[config.mk]
export PLATFORM = sky130hd
export DESIGN_NAME = srd_dot
export DESIGN_NICKNAME = d
export VERILOG_FILES = /design/src/design/srd_pkg.sv /design/src/design/srd_dot.sv
export SDC_FILE = /design/constraint.sdc
export NUM_CORES = 2
export LEC_CHECK = 0
export BUFFER_PORTS_ARGS = -buffer_cell sky130_fd_sc_hd__buf_2
export CORE_MARGIN = 2
export CORE_UTILIZATION = 55
export DETAILED_ROUTE_END_ITERATION = 12
export PLACE_DENSITY = 0.74
export SYNTH_ARGS = -nofsm -noshare
export SYNTH_HDL_FRONTEND = slang
export SYNTH_SLANG_ARGS = --single-unit
[constraint.sdc]
create_clock -name i_clk -period 10.7 [get_ports i_clk]
set_clock_uncertainty 0.15 [all_clocks]
set_input_delay 1.07 -clock i_clk [delete_from_list [all_inputs] [get_ports i_clk]]
set_output_delay 1.07 -clock i_clk [all_outputs]
set_load 0.005 [all_outputs]
[src/design/srd_pkg.sv]
// Types and constants shared by the refraction pipeline.
package srd_pkg;

    localparam int COMP_W    = 18;
    localparam int NORM_W    = 19;
    localparam int IOR_W     = 16;
    localparam int C_W       = 17;
    localparam int ETA_W     = 29;
    localparam int EC_W      = ETA_W + C_W;
    localparam int K_W       = 33;
    localparam int ROOT_W    = 18;

    localparam int DIV_STEPS     = 32;
    localparam int DIV_PER_STAGE = 4;
    localparam int DIV_STAGES    = DIV_STEPS / DIV_PER_STAGE;
    localparam logic [DIV_STEPS-1:0] DIV_NUM = 32'h1000_0000;

    localparam int SQRT_W         = 36;
    localparam int SQRT_ITER      = SQRT_W / 2;
    localparam int SQRT_PER_STAGE = 3;
    localparam int SQRT_STAGES    = SQRT_ITER / SQRT_PER_STAGE;
    localparam int SQRT_REM_W     = 21;

    localparam logic signed [63:0] OUT_MAX = 64'sd131071;
    localparam logic signed [63:0] OUT_MIN = -64'sd131072;

    typedef struct packed {
        logic signed [COMP_W-1:0] ix;
        logic signed [COMP_W-1:0] iy;
        logic signed [COMP_W-1:0] iz;
        logic signed [COMP_W-1:0] nx;
        logic signed [COMP_W-1:0] ny;
        logic signed [COMP_W-1:0] nz;
        logic [IOR_W-1:0]         raw;
    } t_hit;

    typedef struct packed {
        logic signed [COMP_W-1:0] ix;
        logic signed [COMP_W-1:0] iy;
        logic signed [COMP_W-1:0] iz;
        logic signed [NORM_W-1:0] nx;
        logic signed [NORM_W-1:0] ny;
        logic signed [NORM_W-1:0] nz;
        logic [C_W-1:0]           c;
        logic                     leaving;
        logic [IOR_W-1:0]         raw;
    } t_geo;

    typedef struct packed {
        logic signed [COMP_W-1:0] ix;
        logic signed [COMP_W-1:0] iy;
        logic signed [COMP_W-1:0] iz;
        logic signed [NORM_W-1:0] nx;
        logic signed [NORM_W-1:0] ny;
        logic signed [NORM_W-1:0] nz;
        logic [ETA_W-1:0]         eta;
        logic [EC_W-1:0]          ec;
        logic                     reflect;
    } t_ray;

endpackage

[src/design/srd_dot.sv]
// Dot product, clamp, cosine magnitude and normal flip (two stages).
module srd_dot (
    input  logic          i_clk,
    input  logic          i_rst_n,
    input  logic          i_en,
    input  logic          i_valid,
    input  srd_pkg::t_hit i_hit,
    output logic          o_valid,
    output srd_pkg::t_geo o_geo
);
    import srd_pkg::*;

    logic                 r_v1;
    t_hit                 r_hit;
    logic signed [35:0]   r_px, r_py, r_pz;
    logic signed [37:0]   n_d, n_dc, n_mag;
    t_geo                 n_geo;
    t_geo                 r_geo;
    logic                 r_v2;

    always_ff @(posedge i_clk) begin
        if (!i_rst_n) begin
            r_v1 <= 1'b0;
            r_v2 <= 1'b0;
        end else if (i_en) begin
            r_v1 <= i_valid;
            r_v2 <= r_v1;
        end
    end

    always_ff @(posedge i_clk) begin
        if (i_en) begin
            r_hit <= i_hit;
            r_px  <= i_hit.ix * i_hit.nx;
            r_py  <= i_hit.iy * i_hit.ny;
            r_pz  <= i_hit.iz * i_hit.nz;
            r_geo <= n_geo;
        end
    end

    always_comb begin
        n_d = 38'(r_px) + 38'(r_py) + 38'(r_pz);
        if (n_d > 38'sd4294967296) begin
            n_dc = 38'sd4294967296;
        end else if (n_d < -38'sd4294967296) begin
            n_dc = -38'sd4294967296;
        end else begin
            n_dc = n_d;
        end
        n_geo.leaving = (n_dc > 38'sd0);
        n_mag         = n_geo.leaving ? n_dc : -n_dc;
        n_geo.c       = n_mag[32:16];
        n_geo.ix      = r_hit.ix;
        n_geo.iy      = r_hit.iy;
        n_geo.iz      = r_hit.iz;
        n_geo.nx      = n_geo.leaving ? -NORM_W'(r_hit.nx) : NORM_W'(r_hit.nx);
        n_geo.ny      = n_geo.leaving ? -NORM_W'(r_hit.ny) : NORM_W'(r_hit.ny);
        n_geo.nz      = n_geo.leaving ? -NORM_W'(r_hit.nz) : NORM_W'(r_hit.nz);
        n_geo.raw     = r_hit.raw;
    end

    assign o_valid = r_v2;
    assign o_geo   = r_geo;
endmodule

# ---- Word level (Yosys, flattened, before mapping)
# Index checks and enable logic that the tools add are counted.
dict set report totals {
  regBits 379
  latch_bits 0
  ram_bits 0
  mem_bits_ro 0
  input_bits 128
  out_inout_bits 146
  wordCells 39
  n_memories 0
}
dict set report classes {
  add_sub_neg 6
  mul 3
  div 0
  n_lt_le_gt_ge 3
  eq_ne 0
  shift 0
  muxes 6
  bitwise 0
  n_reduce_logical 0
}
# operator n
set op_table {}
lappend op_table {{$mul 18x18->36} 3}
lappend op_table {{$mux 38} 2}
lappend op_table {{$mux 19} 3}
lappend op_table {{$neg 18->19} 3}
lappend op_table {{$add 37x36->38} 1}
lappend op_table {{$gt 38x1->1 const B} 1}
lappend op_table {{$gt 38x34->1 const B} 1}
lappend op_table {{$lt 38x33->1 const B} 1}
lappend op_table {{$add 36x36->37} 1}
lappend op_table {{$mux 33} 1}
lappend op_table {{$neg 33->33} 1}

# ---- Depth between registers and ports, before layout
dict set report depth {
  word_depth 7
  ltp_mapped 28
  mapped_depth_nobuf 27
}

# ---- Least setup slack after synthesis
# Ideal clock, no wire load.
dict set report synth_path {
  path_type {input port to flip-flop}
  from {input i_hit[81] (netlist bit)}
  to {register r_pz[34] (data pin)}
  setup_time_ns 0.262
  arrival_ns 7.397
  t_required_ns 10.288
  slack_ns 2.891
  path_stages 24
  path_buffers 2
  path_cell_list {clkbuf_1 -> clkbuf_1 -> nand2_1 -> fa_1 -> inv_1 -> fa_1 -> inv_1 -> fa_1 -> fa_1 -> inv_1 -> fa_1 -> fa_1 -> ha_1 -> and4_1 -> nand2_1 -> o41a_1 -> o21ai_0 -> a41oi_1 -> a2111oi_0 -> o21a_1 -> o21ai_0 -> a21oi_1 -> mux2i_1 -> nand3_1}
}
dict set report synth_via {
  elab_chain_cells 1
}
# item line
set synth_rtl {}
lappend synth_rtl {{start: declaration} srd_dot.sv:7} ;# input srd_pkg::t_hit i_hit,
lappend synth_rtl {{$mul 18x18->36} srd_dot.sv:36} ;# r_pz <= i_hit.iz * i_hit.nz;
lappend synth_rtl {{end signal: assignment} srd_dot.sv:36}
lappend synth_rtl {{end: declaration} srd_dot.sv:15} ;# logic signed [35:0] r_px, r_py, r_pz;
# No other way between the ends.
# A chain may end at the register's enable or synchronous reset.

==> flow_metrics.py <==
metrics = {
    "layout": {
        "diodes": 0,
        "area_delta_synth_final_pct": 7.17,
        "drive_gt1_share_pct": 7.17,
        "multi_input_area_mm2": 0.0352,
        "nets": 6578,
        "fill_cells": 7907,
        "final_util_pct": 59.2,
        "layout_common_cells": "inv_1, fa_1, nand2_1",
        "mostFrequentLayoutCell": "inv_1",
        "seq_area_mm2": 0.0114,
    },
    "yosys": {
        "async_flop_share_pct": 0,
        "yosys_warnings": 0,
        "synth_nets": 6443,
        "synth_area_leaders": "fa_1, edfxtp_1, inv_1",
        "seq_area_frac_synth_pct": 22.1,
        "synth_ff_type": "edfxtp_1",
        "syn_area_mm2": 0.0514,
        "synthCells": 4973,
        "synth_top_area_share_pct": 39.9,
        "yosys.area.top_type": "fa_1",
        "ys_ff_latch": 379,
        "ys_types": 77,
        "syn_area_per_cell_um2": 10.3,
        "synth-edff-count": 377,
    },
    "place": {
        "dp_hpwl_mm": 92.8,
        "dp_slack_ps": 2360,
        "gp_congestion": 0.891,
        "port_buffers": 273,
    },
    "clock_tree": {
        "clock_latency_ps": 650,
        "cts_tree": "built",
        "clkSinkCount": 379,
        "htree_levels": 2,
        "clk_pin_slew_ps": 80,
        "clk_path_buf_depth": 3,
        "cts_setup_buffers": 0,
        "cts_resized": 0,
        "numCtsBuffers": 46,
        "clock-root-buffer": "clkbuf_16",
        "hold_buffers": 0,
    },
    "grt": {
        "grt_overflow_total": 0,
        "grt_max_degree": 120,
        "antenna_found_initial": 0,
        "grt_usage_pct": 25.9,
        "use_met2_pct": 43.0,
        "use_met1_pct": 35.5,
        "grt.met3_usage_pct": 4.47,
        "gr-max-usage-layer": "met2",
        "grt_pass1_vias": 36463,
        "grt_first_pass_wirelength_mm": 194,
    },
    "routing": {
        "drc": 0,
        "drt-initial-drc-count": 2180,
        "first_pass_iters": 5,
        "final_antenna_net_count": 0,
        "vias_per_cell": 5.34,
        "vias": 34173,
        "wl_mm": 117,
        "wl_per_cell_um": 18.3,
    },
    "setup_path": {
        "slowest_stage": "a21o_2",
        "cp.required_ps": 10890,
        "path_cells": "fa_1 -> ha_1 -> fa_1 -> nor3_1 -> o221ai_1 -> or4_1 -> nor4_1 -> nor4bb_1 -> o2111ai_1 -> nor4_2 -> nand4_1 -> nor4_4 -> and3_1 -> a21o_2 -> inv_2 -> or3_1 -> a21oi_1",
        "cp.arrival_ps": 8070,
        "worst-setup-path-type": "reg2reg",
        "crit_fanout": 37,
        "slowest_delay_ps": 890,
        "critPathLaunchType": "flop",
        "cp-end-kind": "flop",
        "crit_top_cell": "fa_1",
    },
    "floorplan": {
        "row_count": 112,
        "die_area_mm2": 0.0960,
        "num_io_pins": 274,
        "fp.dieW_um": 310,
        "core_area_mm2": 0.0930,
        "initial_utilization_pct": 55.3,
        "die_h_um": 310,
    },
    "timing": {
        "relSlewSlack_pct": 23.5,
        "whs_ps": 258,
        "clock.fmax_ghz": 0.127,
        "worst_pin_slew_ps": 1150,
        "finalCritPeriodShare_pct": 73.6,
        "rsz0062_at_grt": "false",
        "final-hold-violation-count": 0,
        "fin_crit_ps": 7880,
        "setup_violations": 0,
        "fin_ws_ps": 2820,
        "fin_setup_tns_ps": 0,
        "final-max-slew-violation-count": 0,
    },
    "flow_run": {
        "drv_cap": 0,
    },
    "outcome": {
        "status": "finished, final reports clean",
    },
    "hold_path": {
        "hold_path.class": "reg2reg",
    },
}
==> cell type report <==
type,instances,area share (%)
Sequential cell,379,20.6
Tap cell,1254,2.85
Multi-Input combinational cell,3316,63.9
Timing Repair Buffer,278,2.57
Clock inverter,31,0.495
Clock buffer,53,2.14
Inverter,1087,7.40
==> logic make-up (layout without fill, tap and decap cells) <==
family          after synthesis  count (layout)  share of synthesized area (%)
flops                       379             379                           22.1
mux                           8               8                          0.161
simple gates               1421            1421                           13.1
fa+ha+maj                  1342            1342                           47.6
buf+inv                    1278            1449                           9.39
compound gates              363             363                           4.56
xor+xnor                    182             182                           3.10
==> routing by layer <==
layer / wire length, um / vias up
li1: - / 15444
met1: 49200 / 17494
met2: 57200 / 1058
met3: 7850 / 177
met4: 2940 / 0
met5: 0 / -
==> critical path, delay by kind of cell (launching register included) <==
kind,cells,cell delay [ps]
AOI/OAI and AO/OA,4,1790
adders and majority gates,3,1220
buffers and inverters,1,720
DFF,1,520
and+or+nand+nor,9,3130
==> sequential cells by signal (all words and copies together), names as in the netlist <==
| name | count |
|---|---|
| r_py | 36 |
| n_geo | 70 |
| o_geo | 145 |
| r_v1 | 1 |
| r_px | 36 |
| r_pz | 36 |
| r_hit | 54 |
| o_valid | 1 |
==> per-stage QoR <==
stage	area, um^2	instances
after global routing	55100	6398
after detailed placement	53700	6314
final	55100	6398
after global placement	53700	6314
after CTS	55100	6398
after floorplan	51400	4973
==> path summary, 6_finish.rpt <==
kind | slack [ps] | end | depth (start not counted) | start
worst max-delay path | 2820 | o_geo[19] | 17 | r_pz[1]
worst min-delay path | 260 | o_geo[100] | 0 | n_geo[100]
worst max register to register | 2820 | o_geo[19] | 17 | r_pz[1]
worst min register to register | 260 | o_geo[100] | 0 | n_geo[100]
==> cell usage after synthesis, types with 4 or more instances <==
master     count
a31o_2         4
edfxtp_1     377
and3_1        19
buf_2          5
a311oi_1       5
or3_1         16
o31a_1         4
nand3b_1       6
xnor2_1      119
nand2_1      685
a211oi_1      14
nor3_1        75
nand2b_1      34
o21a_1        15
nor3b_1        6
or2_2          9
a21o_1        38
o21ai_1        5
o21bai_1      13
fa_1        1024
o2111ai_1      5
ha_1         318
a21oi_1      113
inv_1       1085
nor4_1        11
and4_1         4
and2_1       329
a31oi_1       13
a41oi_1        4
mux2i_1        6
nor2_1       157
nand3_1       34
nor2b_1       13
o211ai_1      11
o31ai_1        7
xor2_1        63
nand4_1        7
clkbuf_1     182
o21ai_0       76
a21boi_0       5
Power is left out: the tool's default activity adds up to more than one toggle a clock period on the data nets, which glitch-free logic cannot reach.
