--- src/design/srd_pkg.sv ---
// Types and constants shared by the refraction pipeline.
package srd_pkg;

    localparam int COMP_W    = 18;
    localparam int NORM_W    = 19;
    localparam int IOR_W     = 16;
    localparam int C_W       = 17;
    localparam int ETA_W     = 29;
    localparam int EC_W      = ETA_W + C_W;
    localparam int K_W       = 33;
    localparam int ROOT_W    = 18;

    localparam int DIV_STEPS     = 32;
    localparam int DIV_PER_STAGE = 4;
    localparam int DIV_STAGES    = DIV_STEPS / DIV_PER_STAGE;
    localparam logic [DIV_STEPS-1:0] DIV_NUM = 32'h1000_0000;

    localparam int SQRT_W         = 36;
    localparam int SQRT_ITER      = SQRT_W / 2;
    localparam int SQRT_PER_STAGE = 3;
    localparam int SQRT_STAGES    = SQRT_ITER / SQRT_PER_STAGE;
    localparam int SQRT_REM_W     = 21;

    localparam logic signed [63:0] OUT_MAX = 64'sd131071;
    localparam logic signed [63:0] OUT_MIN = -64'sd131072;

    typedef struct packed {
        logic signed [COMP_W-1:0] ix;
        logic signed [COMP_W-1:0] iy;
        logic signed [COMP_W-1:0] iz;
        logic signed [COMP_W-1:0] nx;
        logic signed [COMP_W-1:0] ny;
        logic signed [COMP_W-1:0] nz;
        logic [IOR_W-1:0]         raw;
    } t_hit;

    typedef struct packed {
        logic signed [COMP_W-1:0] ix;
        logic signed [COMP_W-1:0] iy;
        logic signed [COMP_W-1:0] iz;
        logic signed [NORM_W-1:0] nx;
        logic signed [NORM_W-1:0] ny;
        logic signed [NORM_W-1:0] nz;
        logic [C_W-1:0]           c;
        logic                     leaving;
        logic [IOR_W-1:0]         raw;
    } t_geo;

    typedef struct packed {
        logic signed [COMP_W-1:0] ix;
        logic signed [COMP_W-1:0] iy;
        logic signed [COMP_W-1:0] iz;
        logic signed [NORM_W-1:0] nx;
        logic signed [NORM_W-1:0] ny;
        logic signed [NORM_W-1:0] nz;
        logic [ETA_W-1:0]         eta;
        logic [EC_W-1:0]          ec;
        logic                     reflect;
    } t_ray;

endpackage

--- src/design/srd_div.sv ---
// Pipelined restoring divider for the entering index ratio 2^28 / ior.
module srd_div (
    input  logic                      i_clk,
    input  logic                      i_rst_n,
    input  logic                      i_en,
    input  logic                      i_valid,
    input  srd_pkg::t_geo             i_geo,
    output logic                      o_valid,
    output srd_pkg::t_geo             o_geo,
    output logic [srd_pkg::ETA_W-1:0] o_quot
);
    import srd_pkg::*;

    logic                 r_v   [DIV_STAGES];
    t_geo                 r_geo [DIV_STAGES];
    logic [IOR_W-1:0]     r_rem [DIV_STAGES];
    logic [DIV_STEPS-1:0] r_q   [DIV_STAGES];

    for (genvar s = 0; s < DIV_STAGES; s++) begin : g_stage
        logic                 v_in;
        t_geo                 geo_in;
        logic [IOR_W-1:0]     rem_in;
        logic [DIV_STEPS-1:0] q_in;
        logic [IOR_W-1:0]     n_rem;
        logic [DIV_STEPS-1:0] n_q;
        logic [IOR_W:0]       n_t;
        logic [IOR_W-1:0]     n_dv;

        if (s == 0) begin : g_first
            assign v_in   = i_valid;
            assign geo_in = i_geo;
            assign rem_in = '0;
            assign q_in   = '0;
        end else begin : g_next
            assign v_in   = r_v[s-1];
            assign geo_in = r_geo[s-1];
            assign rem_in = r_rem[s-1];
            assign q_in   = r_q[s-1];
        end

        always_comb begin
            n_dv  = (geo_in.raw == '0) ? IOR_W'(1) : geo_in.raw;
            n_rem = rem_in;
            n_q   = q_in;
            n_t   = '0;
            for (int j = 0; j < DIV_PER_STAGE; j++) begin
                n_t = {n_rem, DIV_NUM[DIV_STEPS-1-s*DIV_PER_STAGE-j]};
                if (n_t >= {1'b0, n_dv}) begin
                    n_t = n_t - {1'b0, n_dv};
                    n_q[DIV_STEPS-1-s*DIV_PER_STAGE-j] = 1'b1;
                end
                n_rem = n_t[IOR_W-1:0];
            end
        end

        always_ff @(posedge i_clk) begin
            if (!i_rst_n) begin
                r_v[s] <= 1'b0;
            end else if (i_en) begin
                r_v[s] <= v_in;
            end
        end

        always_ff @(posedge i_clk) begin
            if (i_en) begin
                r_geo[s] <= geo_in;
                r_rem[s] <= n_rem;
                r_q[s]   <= n_q;
            end
        end
    end

    assign o_valid = r_v[DIV_STAGES-1];
    assign o_geo   = r_geo[DIV_STAGES-1];
    assign o_quot  = r_q[DIV_STAGES-1][ETA_W-1:0];
endmodule

--- config.mk ---
export PLATFORM = sky130hd
export DESIGN_NAME = srd_div
export DESIGN_NICKNAME = d
export VERILOG_FILES = /design/src/design/srd_pkg.sv /design/src/design/srd_div.sv
export SDC_FILE = /design/constraint.sdc
export NUM_CORES = 2
export LEC_CHECK = 0
export BUFFER_PORTS_ARGS = -buffer_cell sky130_fd_sc_hd__buf_2
export CAP_MARGIN = 25
export CORE_AREA = 2 2 666 337
export CTS_BUF_LIST = sky130_fd_sc_hd__clkbuf_8
export CTS_CLUSTER_DIAMETER = 50
export DETAILED_ROUTE_END_ITERATION = 16
export DIE_AREA = 0 0 668 339
export GPL_ROUTABILITY_DRIVEN = 0
export PLACE_DENSITY = 0.47
export SLEW_MARGIN = 20
export SYNTH_ARGS = -nofsm -noshare
export SYNTH_HDL_FRONTEND = slang
export SYNTH_SLANG_ARGS = --single-unit
--- constraint.sdc ---
create_clock -name i_clk -period 36 [get_ports i_clk]
set_input_delay 7.2 -clock i_clk [delete_from_list [all_inputs] [get_ports i_clk]]
set_output_delay 7.2 -clock i_clk [all_outputs]
set_load 0.05 [all_outputs]
# After elaboration in Yosys (flattened, before gate mapping)
# Memory sizes are Yosys's and may differ from the RTL's.
# Cells that the tools add are included.
# word_totals
ramBits	1552
n_memories	4
out_inout_bits	175
word_cells	169
regBits	0
in_bits	149
# mem_list
name	words	width	read_ports	rd_clocked_by_memory_dff	wr	line	text
r_geo	8	145	8	0	8	srd_div.sv:15	t_geo r_geo [DIV_STAGES];
r_q	8	32	8	0	8	srd_div.sv:17	logic [DIV_STEPS-1:0] r_q [DIV_STAGES];
r_rem	8	16	7	0	8	srd_div.sv:16	logic [IOR_W-1:0] r_rem [DIV_STAGES];
r_v	8	1	8	0	8	srd_div.sv:14	logic r_v [DIV_STAGES];
# op_classes
addsub	32
n_reduce_logical	8
magnitude_cmp	32
mux	85
bitwise	8
# op_table
cell	count
2-to-1 mux 16 bit	40
greater-or-equal comparator 17 x 16 -> 1 bit	31
subtractor 16 bit	31
zero test 16 bit	8
2-to-1 mux 1 bit	45
greater-or-equal comparator 1 x 16 -> 1 bit (first input constant)	1
subtractor 1 x 16 -> 16 bit (first input constant)	1
bitwise OR 1 bit	8

# Depth between registers and ports, before layout
# An unclocked memory read counts as a cell.
# depth
ltp_word	11
mapped_depth	54
depth_no_buf	49

# Least setup slack after synthesis
# OpenSTA, ideal clock, no wires.
# synth_path
path_type	input to register
from	input i_geo[11] (netlist name)
to	memory r_rem[0][10] (data pin)
stages	44
n_path_buf	4
path_slack_ps	19676
required_ps	35740
arrival_time_ps	16064
setup_ps	260
path_cell_list	nor4_1 -> nand4_1 -> clkbuf_1 -> o21ai_0 -> inv_1 -> ha_1 -> inv_1 -> nor2_1 -> and2_1 -> ha_1 -> a21o_1 -> a221o_1 -> nor4_1 -> a21oi_1 -> a211oi_1 -> o21ai_1 -> clkbuf_1 -> and2_1 -> [... 8 more ...] -> nand3_1 -> clkbuf_1 -> nand2_1 -> ha_1 -> inv_1 -> fa_1 -> a21o_1 -> a21oi_1 -> o21ai_0 -> a21oi_1 -> nand2b_1 -> a21boi_0 -> o31ai_1 -> a21oi_1 -> a221o_1 -> nand4b_1 -> clkbuf_1 -> mux2_2
# synth_lines
item	line	text
start, declared	srd_div.sv:7	input srd_pkg::t_geo i_geo,
end, declared	srd_div.sv:16	

==> results.py <==
metrics = {
    "synth": {
        "synthSimpleGateAreaFrac": 0.0777,
        "synth-edff-count": 1399,
        "synth_compound_gate_area_share": 0.127,
        "netlist_area_sq_um": 70200,
        "synth-xor-area-share": 0.0455,
        "avgSynthCellArea_sq_um": 13.2,
        "synth_cells": 5326,
        "ys_ff_latch": 1400,
        "synthAdderAreaFrac": 0.0868,
        "yosysUniqueCellTypes": 104,
        "ys_warn_count": 0,
        "synthMuxAreaShare": 0.0442,
        "ys_async_sr_fraction": 0,
        "synth_top_family_by_area": "compound AO/OA/AOI/OAI gates",
        "ys_seq_area_frac": 0.599,
        "synth_flop_cell": "edfxtp_1",
    },
    "critical_path": {
        "worst-path-buf-inv": 9,
        "crit_arrival_ns": 19.29,
        "crit_start": "i_geo[2]",
        "startpoint_type": "input pin",
        "reg2reg_from": "r_geo[1][157]",
        "cp_max_fo": 16,
        "max_stage_delay_ns": 0.71,
        "cp-end-kind": "register",
        "critical-path-top-delay-family": "compound AO/OA/AOI/OAI gates",
        "r2r-end": "r_rem[6][11]",
        "crit_slowest_cell": "nand3_1",
        "path_class": "input pin to register",
        "required_ns": 36.61,
        "cp_common_cell": "inv_1",
        "r2r_cells": 41,
        "r2r_setup_slack_ns": 21.31,
    },
    "timing": {
        "max_slew_margin": 0.161,
        "max_freq_mhz": 53.5,
        "rsz0062_at_grt": "false",
        "finalHoldViolCount": 0,
        "finClkSkew_ns": 0.0837,
        "period_share": 0.519,
        "layout_min_cycle_time_ns": 18.68,
        "finalSetupViolCount": 0,
        "slew_violations": 0,
        "final.setup.tns_ns": 0,
        "worst_pin_slew_ns": 1.26,
    },
    "clock_tree": {
        "cts-root-buf": "clkbuf_8",
        "cts_tree": "yes",
        "h-tree-depth": 4,
        "clk_pin_slew_ns": 0.06,
        "cts_buffers": 219,
        "cts.path.max_buffers": 4,
        "cts-resized-gates": 0,
        "hold_buffers": 0,
        "clock_latency_ns": 0.92,
        "cts_sinks": 1400,
        "cts_setup_buffers": 0,
    },
    "placement": {
        "numPortBuffers": 323,
        "place_inst": 8603,
        "dp_hpwl_um": 143000,
    },
    "route": {
        "ant_nets": 0,
        "routed-via-count": 45800,
        "drc": 0,
        "drt_wl_total_um": 190000,
        "drt-pass1-iter-count": 5,
        "drt_iter0_drc": 5208,
        "routed_via_density": 5.10,
        "wl_per_cell_um": 21.2,
    },
    "die": {
        "die_w_um": 668,
        "start_util": 0.319,
        "core_area_sq_um": 220000,
        "ios": 324,
        "die_y_um": 339,
        "die-area_sq_um": 226000,
        "core.rowCount": 122,
    },
    "job": {
        "max_cap_violations": 0,
    },
    "layout": {
        "syn2layout_area_growth_pct": 13.8,
        "nFillCells": 21400,
        "multiInputGateArea_sq_um": 26800,
        "layout-drive-gt1-share": 0.163,
        "seq_area_sq_um": 42000,
        "final_common_cell": "edfxtp_1",
        "nets": 6481,
        "instances_no_fill": 8989,
        "final_cell_mix": "edfxtp_1, ha_1, a21oi_1, inv_1, buf_2",
    },
    "grt": {
        "grt_overflow_total": 0,
        "grt.total_usage": 0.163,
        "antenna_found_initial": 9,
        "grt_pass1_wl_um": 280000,
        "grt_pass1_vias": 42100,
        "grt_max_degree": 181,
    },
    "min_path": {
        "hp-start": "r_geo[1][61]",
        "whs_path_depth": 0,
        "holdPathEnd": "r_geo[1][206]",
        "hold_path_class": "register to register",
    },
    "outcome": {
        "status": "completed",
    },
}
[how the worst max path moves through the flow]
stage | endpoint | slack [ns] | depth (start not counted)
6_report | r_rem[0][3] | 17.32 | 45
5_1_grt | r_rem[0][2] | 16.70 | 45
4_1_cts | r_rem[0][3] | 16.95 | 43
3_5_place_dp | r_rem[0][15] | 15.99 | 43
3_3_place_gp | r_rem[0][2] | 15.89 | 43
2_1_floorplan | r_rem[0][10] | 19.68 | 44
[sequential cells by signal, summed over array words and instances, names as in the netlist]
name,flops
r_geo,1160
r_v,8
r_q,120
r_rem,112
[cell families after synthesis]
group | count (synthesis)
other | 1
XOR/XNOR | 365
adder cells (fa/ha/maj) | 482
buffers and inverters | 367
multiplexers | 276
flip-flops | 1400
AND/OR/NAND/NOR | 1090
AO/OA/AOI/OAI | 1345
[metrics by stage]
step	utilization	hold slack, ns	setup WS (ns)	instance area (sq um)
finish	0.363	0.353	17.32	79900
global route	0.363	0.365	16.70	79900
CTS	0.363	0.352	16.95	79800
detailed placement	0.344	0.405	15.99	75700
global placement	0.344	0.400	15.89	75600
floorplan	-	0.400	19.68	70200
[per-layer routing]
| metal | part of all wire | wire (um) | up-vias | GRT usage |
|---|---|---|---|---|
| li1 | - | - | 21600 | - |
| met1 | 0.56 | 107000 | 22200 | 0.289 |
| met2 | 0.32 | 60900 | 1800 | 0.175 |
| met3 | 0.11 | 20200 | 214 | 0.0551 |
| met4 | 0.014 | 2750 | 4 | 0.0297 |
| met5 | 0.00072 | 138 | - | 0.00421 |
[final cells by class]
type | instances | area share
multi-input cells | 3565 | 0.335
well taps | 2976 | 0.0466
clock inverters | 161 | 0.0144
clock buffers | 220 | 0.0379
diodes | 3 | 0.0000940
flip-flops and latches | 1400 | 0.526
inverters | 289 | 0.0136
repair buffers | 375 | 0.0256
[cells in the mapped netlist (93+ instances only)]
master / count / area, sq um
a21o_1: 205 / 1540
a21oi_1: 393 / 1970
edfxtp_1: 1399 / 42000
ha_1: 474 / 5930
inv_1: 282 / 1060
mux2_2: 213 / 2400
nand2_1: 249 / 935
nand3_1: 93 / 465
nor2_1: 278 / 1040
o21ai_0: 244 / 1220
xnor2_1: 253 / 2220
xor2_1: 112 / 981
Power is left out: the tool's default activity adds up to more than one toggle a clock period on the data nets, which glitch-free logic cannot reach.
