File: src/design/srd_pkg.sv
// Types and constants shared by the refraction pipeline.
package srd_pkg;

    localparam int COMP_W    = 18;
    localparam int NORM_W    = 19;
    localparam int IOR_W     = 16;
    localparam int C_W       = 17;
    localparam int ETA_W     = 29;
    localparam int EC_W      = ETA_W + C_W;
    localparam int K_W       = 33;
    localparam int ROOT_W    = 18;

    localparam int DIV_STEPS     = 32;
    localparam int DIV_PER_STAGE = 4;
    localparam int DIV_STAGES    = DIV_STEPS / DIV_PER_STAGE;
    localparam logic [DIV_STEPS-1:0] DIV_NUM = 32'h1000_0000;

    localparam int SQRT_W         = 36;
    localparam int SQRT_ITER      = SQRT_W / 2;
    localparam int SQRT_PER_STAGE = 3;
    localparam int SQRT_STAGES    = SQRT_ITER / SQRT_PER_STAGE;
    localparam int SQRT_REM_W     = 21;

    localparam logic signed [63:0] OUT_MAX = 64'sd131071;
    localparam logic signed [63:0] OUT_MIN = -64'sd131072;

    typedef struct packed {
        logic signed [COMP_W-1:0] ix;
        logic signed [COMP_W-1:0] iy;
        logic signed [COMP_W-1:0] iz;
        logic signed [COMP_W-1:0] nx;
        logic signed [COMP_W-1:0] ny;
        logic signed [COMP_W-1:0] nz;
        logic [IOR_W-1:0]         raw;
    } t_hit;

    typedef struct packed {
        logic signed [COMP_W-1:0] ix;
        logic signed [COMP_W-1:0] iy;
        logic signed [COMP_W-1:0] iz;
        logic signed [NORM_W-1:0] nx;
        logic signed [NORM_W-1:0] ny;
        logic signed [NORM_W-1:0] nz;
        logic [C_W-1:0]           c;
        logic                     leaving;
        logic [IOR_W-1:0]         raw;
    } t_geo;

    typedef struct packed {
        logic signed [COMP_W-1:0] ix;
        logic signed [COMP_W-1:0] iy;
        logic signed [COMP_W-1:0] iz;
        logic signed [NORM_W-1:0] nx;
        logic signed [NORM_W-1:0] ny;
        logic signed [NORM_W-1:0] nz;
        logic [ETA_W-1:0]         eta;
        logic [EC_W-1:0]          ec;
        logic                     reflect;
    } t_ray;

endpackage

File: src/design/srd_sqrt.sv
// Pipelined digit-by-digit integer square root of k.
module srd_sqrt (
    input  logic                       i_clk,
    input  logic                       i_rst_n,
    input  logic                       i_en,
    input  logic                       i_valid,
    input  srd_pkg::t_ray              i_ray,
    input  logic [srd_pkg::K_W-1:0]    i_k,
    output logic                       o_valid,
    output srd_pkg::t_ray              o_ray,
    output logic [srd_pkg::ROOT_W-1:0] o_root
);
    import srd_pkg::*;

    logic                  r_v    [SQRT_STAGES];
    t_ray                  r_ray  [SQRT_STAGES];
    logic [SQRT_W-1:0]     r_rad  [SQRT_STAGES];
    logic [SQRT_REM_W-1:0] r_rem  [SQRT_STAGES];
    logic [ROOT_W-1:0]     r_root [SQRT_STAGES];

    for (genvar s = 0; s < SQRT_STAGES; s++) begin : g_stage
        logic                  v_in;
        t_ray                  ray_in;
        logic [SQRT_W-1:0]     rad_in;
        logic [SQRT_REM_W-1:0] rem_in;
        logic [ROOT_W-1:0]     root_in;
        logic [SQRT_REM_W-1:0] n_rem;
        logic [SQRT_REM_W-1:0] n_trial;
        logic [ROOT_W-1:0]     n_root;

        if (s == 0) begin : g_first
            assign v_in    = i_valid;
            assign ray_in  = i_ray;
            assign rad_in  = SQRT_W'(i_k);
            assign rem_in  = '0;
            assign root_in = '0;
        end else begin : g_next
            assign v_in    = r_v[s-1];
            assign ray_in  = r_ray[s-1];
            assign rad_in  = r_rad[s-1];
            assign rem_in  = r_rem[s-1];
            assign root_in = r_root[s-1];
        end

        always_comb begin
            n_rem   = rem_in;
            n_root  = root_in;
            n_trial = '0;
            for (int j = 0; j < SQRT_PER_STAGE; j++) begin
                n_rem   = {n_rem[SQRT_REM_W-3:0],
                           rad_in[SQRT_W-1-2*(s*SQRT_PER_STAGE+j) -: 2]};
                n_trial = SQRT_REM_W'({n_root, 2'b01});
                if (n_rem >= n_trial) begin
                    n_rem  = n_rem - n_trial;
                    n_root = {n_root[ROOT_W-2:0], 1'b1};
                end else begin
                    n_root = {n_root[ROOT_W-2:0], 1'b0};
                end
            end
        end

        always_ff @(posedge i_clk) begin
            if (!i_rst_n) begin
                r_v[s] <= 1'b0;
            end else if (i_en) begin
                r_v[s] <= v_in;
            end
        end

        always_ff @(posedge i_clk) begin
            if (i_en) begin
                r_ray[s]  <= ray_in;
                r_rad[s]  <= rad_in;
                r_rem[s]  <= n_rem;
                r_root[s] <= n_root;
            end
        end
    end

    assign o_valid = r_v[SQRT_STAGES-1];
    assign o_ray   = r_ray[SQRT_STAGES-1];
    assign o_root  = r_root[SQRT_STAGES-1];
endmodule

File: config.mk
export PLATFORM = sky130hd
export DESIGN_NAME = srd_sqrt
export DESIGN_NICKNAME = d
export VERILOG_FILES = /design/src/design/srd_pkg.sv /design/src/design/srd_sqrt.sv
export SDC_FILE = /design/constraint.sdc
export NUM_CORES = 1
export LEC_CHECK = 0
export ABC_AREA = 1
export ABC_CLOCK_PERIOD_IN_PS = 7700
export BUFFER_PORTS_ARGS = -buffer_cell sky130_fd_sc_hd__buf_4
export CAP_MARGIN = 40
export CORE_MARGIN = 2
export CORE_UTILIZATION = 23
export DETAILED_ROUTE_END_ITERATION = 6
export GPL_TIMING_DRIVEN = 1
export SLEW_MARGIN = 30
export SYNTH_ARGS = -nofsm -noshare
export SYNTH_HDL_FRONTEND = slang
export SYNTH_SLANG_ARGS = --single-unit
File: constraint.sdc
create_clock -name i_clk -period 7.7 [get_ports i_clk]
set_clock_uncertainty 0.1 [all_clocks]
set_input_delay 0.77 -clock i_clk [delete_from_list [all_inputs] [get_ports i_clk]]
set_output_delay 0.77 -clock i_clk [all_outputs]
set_load 0.02 [all_outputs]
**Word level (Yosys, flattened, before mapping)**

Memory sizes are Yosys's and may differ from the RTL's.
Index checks and enable logic that the tools add are counted.

- $lt $le $gt $ge: 17
- Div/mod/pow operators: 0
- Bitwise logic cells: 6
- Eq/ne operators: 0
- Shifts and indexed selects: 0
- $add $sub $neg: 17
- Multiply operators: 0
- Muxes and demuxes: 45
- Reduce and logical (&&, ||, !) cells: 0

Operator list:

| operator | number |
|---|---|
| $ge A21 B20 Y1 | 15 |
| $mux W19 | 11 |
| $sub A19 B19 Y19 | 10 |
| $mux W21 | 6 |
| $sub A21 B20 Y21 | 5 |
| $mux W1 | 28 |
| $ge A21 B3 Y1 | 1 |
| $sub A21 B3 Y21 | 1 |
| $or A1 B1 Y1 | 6 |
| $sub A1 B1 Y2 const B | 1 |
| $ge A1 B1 Y1 const B | 1 |

- Memory bits (writable): 1,578
- Bits in latches: 0
- Input port bits: 224
- Memories: 5
- Register bits after elaboration: 0
- Bits in read-only memories: 0
- Output and inout port bits: 206

Memories:

| memory | depth | bits a word | read ports | clocked after Yosys merged registers in | write ports | line | RTL |
|---|---|---|---|---|---|---|---|
| r_ray | 6 | 187 | 6 | 0 | 6 | srd_sqrt.sv:16 | `t_ray r_ray [SQRT_STAGES];` |
| r_rad | 6 | 36 | 5 | 0 | 6 | srd_sqrt.sv:17 | `logic [SQRT_W-1:0] r_rad [SQRT_STAGES];` |
| r_rem | 6 | 21 | 5 | 0 | 6 | srd_sqrt.sv:18 | `logic [SQRT_REM_W-1:0] r_rem [SQRT_STAGES];` |
| r_root | 6 | 18 | 6 | 0 | 6 | srd_sqrt.sv:19 | `logic [ROOT_W-1:0] r_root [SQRT_STAGES];` |
| r_v | 6 | 1 | 6 | 0 | 6 | srd_sqrt.sv:15 | `logic r_v [SQRT_STAGES];` |

**Longest topological paths before layout**

Gate-level depths: netlist of the first run.
An unclocked memory read counts as a cell.

- Word-level depth: 7
- Mapped depth: 42
- Mapped depth without buffers: 38

**Worst setup path after synthesis of the first run**

No wires, ideal clock.

- Kind: register to register
- From: memory r_rem[4][2]
- To: memory r_root[5][0] (data pin)
- Period minus slack after synthesis: 5.594 ns
- Arrival time: 5.240 ns
- Cell stages (with the launch flop): 39
- Library setup time: 0.254 ns
- Setup slack: 2.106 ns
- Path through: edfxtp_1 > ha_1 > clkbuf_1 > nand4_1 > o21ai_0 > nand3_1 > nand2_1 > nand2_1 > nand2_1 > buf_1 > inv_1 > clkbuf_1 > nand2_1 > o21ai_0 > ha_1 > a21oi_1 > o21bai_1 > a21oi_1 > (+3 left out) > nor2_1 > nand2_1 > inv_1 > clkbuf_1 > o21ai_0 > ha_1 > nand2_1 > inv_1 > nor2_1 > o21ai_0 > nand3_1 > a21oi_1 > a211oi_1 > nand2_1 > nand2_1 > nand2_1 > nand2_1 > nand2_1

RTL lines:

| element | line |
|---|---|
| start, declared | srd_sqrt.sv:18 |
| end, declared | srd_sqrt.sv:19 |

==> results.json, run 1 <==
{
  "status": "complete, no violations",
  "dr.first_iter.drc_count": 1854,
  "synth.cell_area_mm2": 0.0544,
  "mostFrequentLayoutCell": "edfxtp_1",
  "cp.required_ns": 8.18,
  "fin_crit_ns": 6.79,
  "final_cell_mix": "edfxtp_1 (1355), nand2_1 (795), buf_4 (462)",
  "setup_violations": 0,
  "dp_hpwl_um": 91900,
  "grt_overflow": 0,
  "synth_area_leaders": "edfxtp_1 (75%), nand2_1 (5.5%), ha_1 (3.8%)",
  "yosysTopAreaCell": "edfxtp_1",
  "fp.dieW_um": 490,
  "leakage_nw": 26.5,
  "ir_drop_v": 0.000219,
  "critPathKind": "flip-flop to flip-flop",
  "cap_violations": 0,
  "clockBufferDepth": 3,
  "dieHeight_um": 490,
  "place_congestion": 0.843,
  "critPathCaptureType": "flip-flop",
  "hold_path.class": "input port to flip-flop",
  "syn2layout_area_growth_pct": 26.9,
  "placed_area_mm2": 0.0618,
  "slew_headroom_pct": 38.2,
  "portBuffers": 428,
  "antenna_found_initial": 10,
  "power_frac_seq_pct": 42.7,
  "crit_top_cell": "nand2_1",
  "p_per_area_mw_per_mm2": 312,
  "grt_pass1_vias": 31700,
  "grt_pass1_wl_um": 191000,
  "synth-edff-count": 1355,
  "synth_fp_nets": 4321,
  "utilization_pct": 29.3,
  "clock-sinks": 1356,
  "setup.worst_path.start_class": "flip-flop",
  "core_region_area_mm2": 0.235,
  "synth_warnings": 0,
  "n_fill_cell": 23700,
  "worstPathMaxFanout": 19,
  "final_area_mm2": 0.0690,
  "routedWlPerCell_um": 15.8,
  "synth_top_flop_cell": "edfxtp_1",
  "layout-drive-gt1-share_pct": 17.7,
  "max_freq_mhz": 147,
  "finalCritPeriodShare_pct": 88.2,
  "initial_core_util_pct": 23.1,
  "synthCells": 3932,
  "power_frac_comb_pct": 24.2,
  "row_count": 178,
  "yosysSeqAreaShare_pct": 74.9,
  "cts-root-buf": "clkbuf_16",
  "synthArstFlopShare_pct": 0,
  "synth_cell_types": 51,
  "hold_viol_final": 0,
  "cts_buffers": 150,
  "grt_start_max_net_pins": 198,
  "vias_per_cell": 3.94,
  "preCtsSetupSlack_ns": 0.876,
  "ant_nets": 0,
  "r2r_cells": 29,
  "sw_frac_of_total_pct": 31.2,
  "cts.repair.resized": 0,
  "synth.avg_cell_area_um2": 13.8,
  "insertion_delay_ns": 0.80,
  "finalMaxSlewViolations": 0,
  "hold_depth": 3,
  "num_vias": 31600,
  "setup_ws_ns": 0.905,
  "finalWirelength_um": 127000,
  "die_area_mm2": 0.240,
  "slowest_stage": "edfxtp_1",
  "dr.pass1.iters": 6,
  "rsz0062_at_grt": "false",
  "cts_tree": "built",
  "switchingPower_w": 0.00672,
  "clk_pin_slew_ns": 0.06,
  "pwr-share-clk_pct": 33.1,
  "grtUsageTotal_pct": 10.4,
  "synth.top_cell.area_share_pct": 74.8,
  "cp.arrival_ns": 7.28,
  "final_nets": 5133,
  "ys_ff_latch": 1356,
  "pin_count": 430,
  "internal_power_w": 0.0148,
  "worst_pin_slew_ns": 0.927,
  "power_w": 0.0215,
  "cts-htree-levels": 4,
  "critical-path-max-stage-delay_ns": 0.51,
  "drc": 0,
  "finalSetupTns_ns": 0
}
## kinds of logic (layout without fill, tap and decap cells)
family / after synthesis / count (layout) / share of synthesized area, %
and+or+nand+nor: 1465 / 1465 / 12.1
DFF: 1356 / 1356 / 74.9
adders and majority gates: 165 / 165 / 3.80
muxes: 1 / 1 / 0.0184
other: 1 / 6 / 0.00690
AOI/OAI and AO/OA: 397 / 397 / 4.14
xor gates and xnor gates: 115 / 115 / 1.85
buffers and inverters: 432 / 1364 / 3.18
## sequential cells by signal, summed over array words and instances (netlist names)
| signal | flops |
|---|---|
| r_root | 53 |
| r_v | 6 |
| r_ray | 1122 |
| r_rem | 81 |
| r_rad | 94 |
## what timing repair did
action | in CTS | in global routing
buffers inserted | 0 | 0
endpoints found under the hold margin | 219 | 0
hold buffers | 219 | 0
## synth_stat cells, types with 10 or more instances
master	n
nand4_1	54
nor2_4	15
nor2_2	26
ha_1	165
o21ai_2	24
edfxtp_1	1355
nand3_2	27
nand3b_1	16
inv_1	378
nor3_1	26
or2_2	12
o21ai_0	160
a21o_1	11
a21oi_1	141
xor2_1	66
inv_2	22
nand2_2	31
o21a_1	10
nand3_1	208
xnor2_1	49
clkbuf_1	13
nor2_1	224
nand2_1	795
## power groups by stage
stage | Clock [W] | Combinational [W] | Sequential, W
3_3_place_gp | 0 | 0.00509 | 0.00933
6_report | 0.00713 | 0.00520 | 0.00918
4_1_cts | 0.00745 | 0.00523 | 0.00920
5_1_grt | 0.00771 | 0.00589 | 0.00924
2_1_floorplan | 0 | 0.00347 | 0.00926
3_5_place_dp | 0 | 0.00510 | 0.00935
## routing by layer
metal	global-route usage, %	share of wire, %
met1	12.7	43
met2	17.6	49
met3	2.24	4.8
met4	4.12	3.0
met5	0	0.018
## worst max-delay path, delay by kind of cell, from the launching register on
| kind | cells | cell delay [ns] |
|---|---|---|
| buffers and inverters | 4 | 1.15 |
| AO/OA/AOI/OAI | 11 | 2.51 |
| flip-flops | 1 | 0.51 |
| AND/OR/NAND/NOR | 11 | 1.09 |
| adder cells (fa/ha/maj) | 3 | 1.23 |
## worst paths after layout
path	slack [ns]	to	start
max	0.91	r_rem[4][18]$_DFFE_PP_	r_root[3][8]$_DFFE_PP_
min	0.16	r_rem[0][1]$_DFFE_PP_	i_k[31]
max reg2reg	0.91	r_rem[4][18]$_DFFE_PP_	r_root[3][8]$_DFFE_PP_
min reg2reg	0.30	r_ray[1][181]$_DFFE_PP_	r_ray[0][181]$_DFFE_PP_
## stage by stage
step                      hold WS, ns  cells
after global placement          0.300   7519
after global routing            0.135   8019
after floorplan                 0.300   3932
after CTS                      0.0526   8012
final                           0.159   8019
after detailed placement        0.305   7521
## final cells by class
class	instances	area (µm²)	area share, %
sequential	1356	40700	59.0
multi-input combinational	2144	11900	17.3
timing repair buffer	692	5920	8.58
tap	3150	3940	5.71
clock buffer	179	3930	5.69
inverter	400	1500	2.18
clock inverter	93	1030	1.50
antenna	5	12.5	0.0181
No activity file was read; power rests on OpenSTA's default activity.
==> run 2, diff against run 1 <==
Settings changed: GPL_TIMING_DRIVEN 1 to 0, SLEW_MARGIN 30 to unset.
==> run 2 against run 1 <==
  * Clock power increased by 6.6%
  * Critical path depth is 6 higher
  * Worst setup slack worse by 0.37 ns
  * Cell count is essentially flat
  * Global-route usage is 0.12 points lower
  * Sequential share of layout area shrank 0.23 points
  * Total power is 2.0% higher
  * Critical endpoint is now r_rem[4][15]$_DFFE_PP_
  * Largest power group unchanged
  * Highest routed layer unchanged
==> results.json, run 2 (synthesis results as in run 1) <==
{
  "status": "complete, no violations",
  "internal_power_w": 0.0151,
  "leakage_nw": 26.6,
  "pwr-share-clk_pct": 34.6,
  "core_region_area_mm2": 0.235,
  "fp.dieW_um": 490,
  "worstHoldStart": "i_ray[148]",
  "timing.rr.start": "r_root[3][9]$_DFFE_PP_",
  "setup.worst_path.start_class": "flip-flop",
  "cts_buffers": 157,
  "portBuffers": 428,
  "dp_hpwl_um": 90200,
  "final_cell_mix": "edfxtp_1 (1355), nand2_1 (794), buf_4 (433)",
  "cap_violations": 0,
  "routedWlPerCell_um": 15.7,
  "cp.required_ns": 8.13,
  "layout-drive-gt1-share_pct": 18.1,
  "clockBufferDepth": 3,
  "place_congestion": 0.849,
  "power_frac_comb_pct": 23.7,
  "final_area_mm2": 0.0692,
  "clk_pin_slew_ns": 0.06,
  "initial_core_util_pct": 23.1,
  "cts-root-buf": "clkbuf_16",
  "final_nets": 5121,
  "die_area_mm2": 0.240,
  "reg2reg_slack_ns": 0.53,
  "dr.pass1.iters": 7,
  "cts_tree": "built",
  "rsz0062_at_grt": "false",
  "ant_nets": 0,
  "seq_area_mm2": 0.0407,
  "grt_pass1_wl_um": 190000,
  "dr.first_iter.drc_count": 2066,
  "drc": 0,
  "largest-register": "r_ray",
  "num_vias": 31600,
  "finalMaxSlewViolations": 0,
  "grt_start_max_net_pins": 187,
  "switchingPower_w": 0.00686,
  "worstPathMaxFanout": 10,
  "setup_violations": 0,
  "worst_pin_slew_ns": 1.14,
  "cp_num_buf_inv": 8,
  "dieHeight_um": 490,
  "hold_depth": 1,
  "grt_pass1_vias": 31300,
  "pin_count": 430,
  "n_fill_cell": 23700,
  "multi_input_area_mm2": 0.0120,
  "cts-htree-levels": 4,
  "power_frac_seq_pct": 41.7,
  "finalSetupTns_ns": 0,
  "cp.arrival_ns": 7.59,
  "mostFrequentLayoutCell": "edfxtp_1",
  "hold_viol_final": 0,
  "cpLargestDelayFamily": "simple AND/OR/NAND/NOR gates",
  "finalWirelength_um": 126000,
  "vias_per_cell": 3.94,
  "slew_headroom_pct": 24.0,
  "syn2layout_area_growth_pct": 27.3,
  "whs_endpoint": "r_ray[0][148]$_DFFE_PP_",
  "placed_area_mm2": 0.0618,
  "critPathKind": "flip-flop to flip-flop",
  "slowest_stage": "edfxtp_1",
  "largest_reg_flops": 1122,
  "antenna_found_initial": 21,
  "fin_crit_ns": 7.17,
  "sw_frac_of_total_pct": 31.2,
  "p_per_area_mw_per_mm2": 317,
  "clock-sinks": 1356,
  "insertion_delay_ns": 0.81,
  "row_count": 178,
  "critical-path-max-stage-delay_ns": 0.52,
  "grtUsageTotal_pct": 10.2,
  "grt_overflow": 0,
  "reg2reg_to": "r_rem[4][15]$_DFFE_PP_",
  "crit_top_cell": "nand2_1",
  "hold_path.class": "input port to flip-flop",
  "ir_drop_v": 0.000249,
  "reg.largest.list": "r_ray x1122, r_rad x94, r_rem x81",
  "critPathCaptureType": "flip-flop",
  "finalCritPeriodShare_pct": 93.1,
  "max_freq_mhz": 140,
  "r2r_cells": 35
}
[run 2: cell types whose count changed in the layout (fill, tap and decap cells not counted), sizes merged]
cell	change
buf	-18
bufinv	+5
clkbuf	+19
clkinv	-11
clkinvlp	+9
diode	+1
dlygate4sd3	-15
inv	+6
[run 2: final cells by class]
cell class	instances	area share, %
Sequential cell	1356	58.8
Antenna cell	6	0.0217
Buffer	32	0.351
Clock buffer	184	5.85
Clock inverter	102	1.89
Tap cell	3150	5.69
Inverter	400	2.17
Multi-Input combinational cell	2144	17.3
Timing Repair Buffer	641	7.95
[run 2: power by group through the flow]
stage | combinational, W | sequential [W] | clock (W)
2_1_floorplan | 0.00347 | 0.00926 | 0
3_3_place_gp | 0.00508 | 0.00946 | 0
3_5_place_dp | 0.00507 | 0.00931 | 0
4_1_cts | 0.00519 | 0.00916 | 0.00792
5_1_grt | 0.00588 | 0.00921 | 0.00818
6_report | 0.00520 | 0.00915 | 0.00760
[run 2: what timing repair did]
item / CTS / global route
gates cloned: 0 / 0
hold buffers: 204 / 0
setup buffers: 0 / 1
endpoints found under the hold margin: 204 / 0
setup endpoints to repair: 10 / 41
gates resized for setup: 3 / 32
[run 2: worst max-delay path by stage]
stage	start	to	slack [ns]	cells after the start
final	r_root[3][9]$_DFFE_PP_	r_rem[4][15]$_DFFE_PP_	0.53	35
after global routing	r_root[3][9]$_DFFE_PP_	r_rem[4][15]$_DFFE_PP_	0.001	36
after CTS	r_root[2][2]$_DFFE_PP_	r_rem[3][9]$_DFFE_PP_	0.04	34
after detailed placement	r_root[4][2]$_DFFE_PP_	r_root[5][0]$_DFFE_PP_	-0.26	37
after global placement	i_en	r_v[1]$_DFFE_PP_	-7.48	3
after floorplan	r_rem[4][2]$_DFFE_PP_	r_root[5][0]$_DFFE_PP_	2.11	38
[run 2: per-stage QoR]
stage / util (%) / power [W] / setup slack (ns) / cells / hold slack, ns
global placement: 26.2 / 0.0145 / -7.48 / 7510 / 0.300
CTS: 29.4 / 0.0223 / 0.0429 / 8008 / 0.000341
finish: 29.4 / 0.0220 / 0.535 / 8015 / 0.0863
detailed placement: 26.3 / 0.0144 / -0.259 / 7518 / 0.305
global route: 29.4 / 0.0233 / 0.00140 / 8014 / 0.0137
floorplan: - / 0.0127 / 2.11 / 3932 / 0.300
[run 2: layer usage]
metal	GRT usage, %	up-vias	part of all wire (%)
li1	-	15600	-
met1	12.6	15100	43
met2	17.5	659	49
met3	2.38	218	4.9
met4	3.75	14	2.8
met5	0	-	0.069
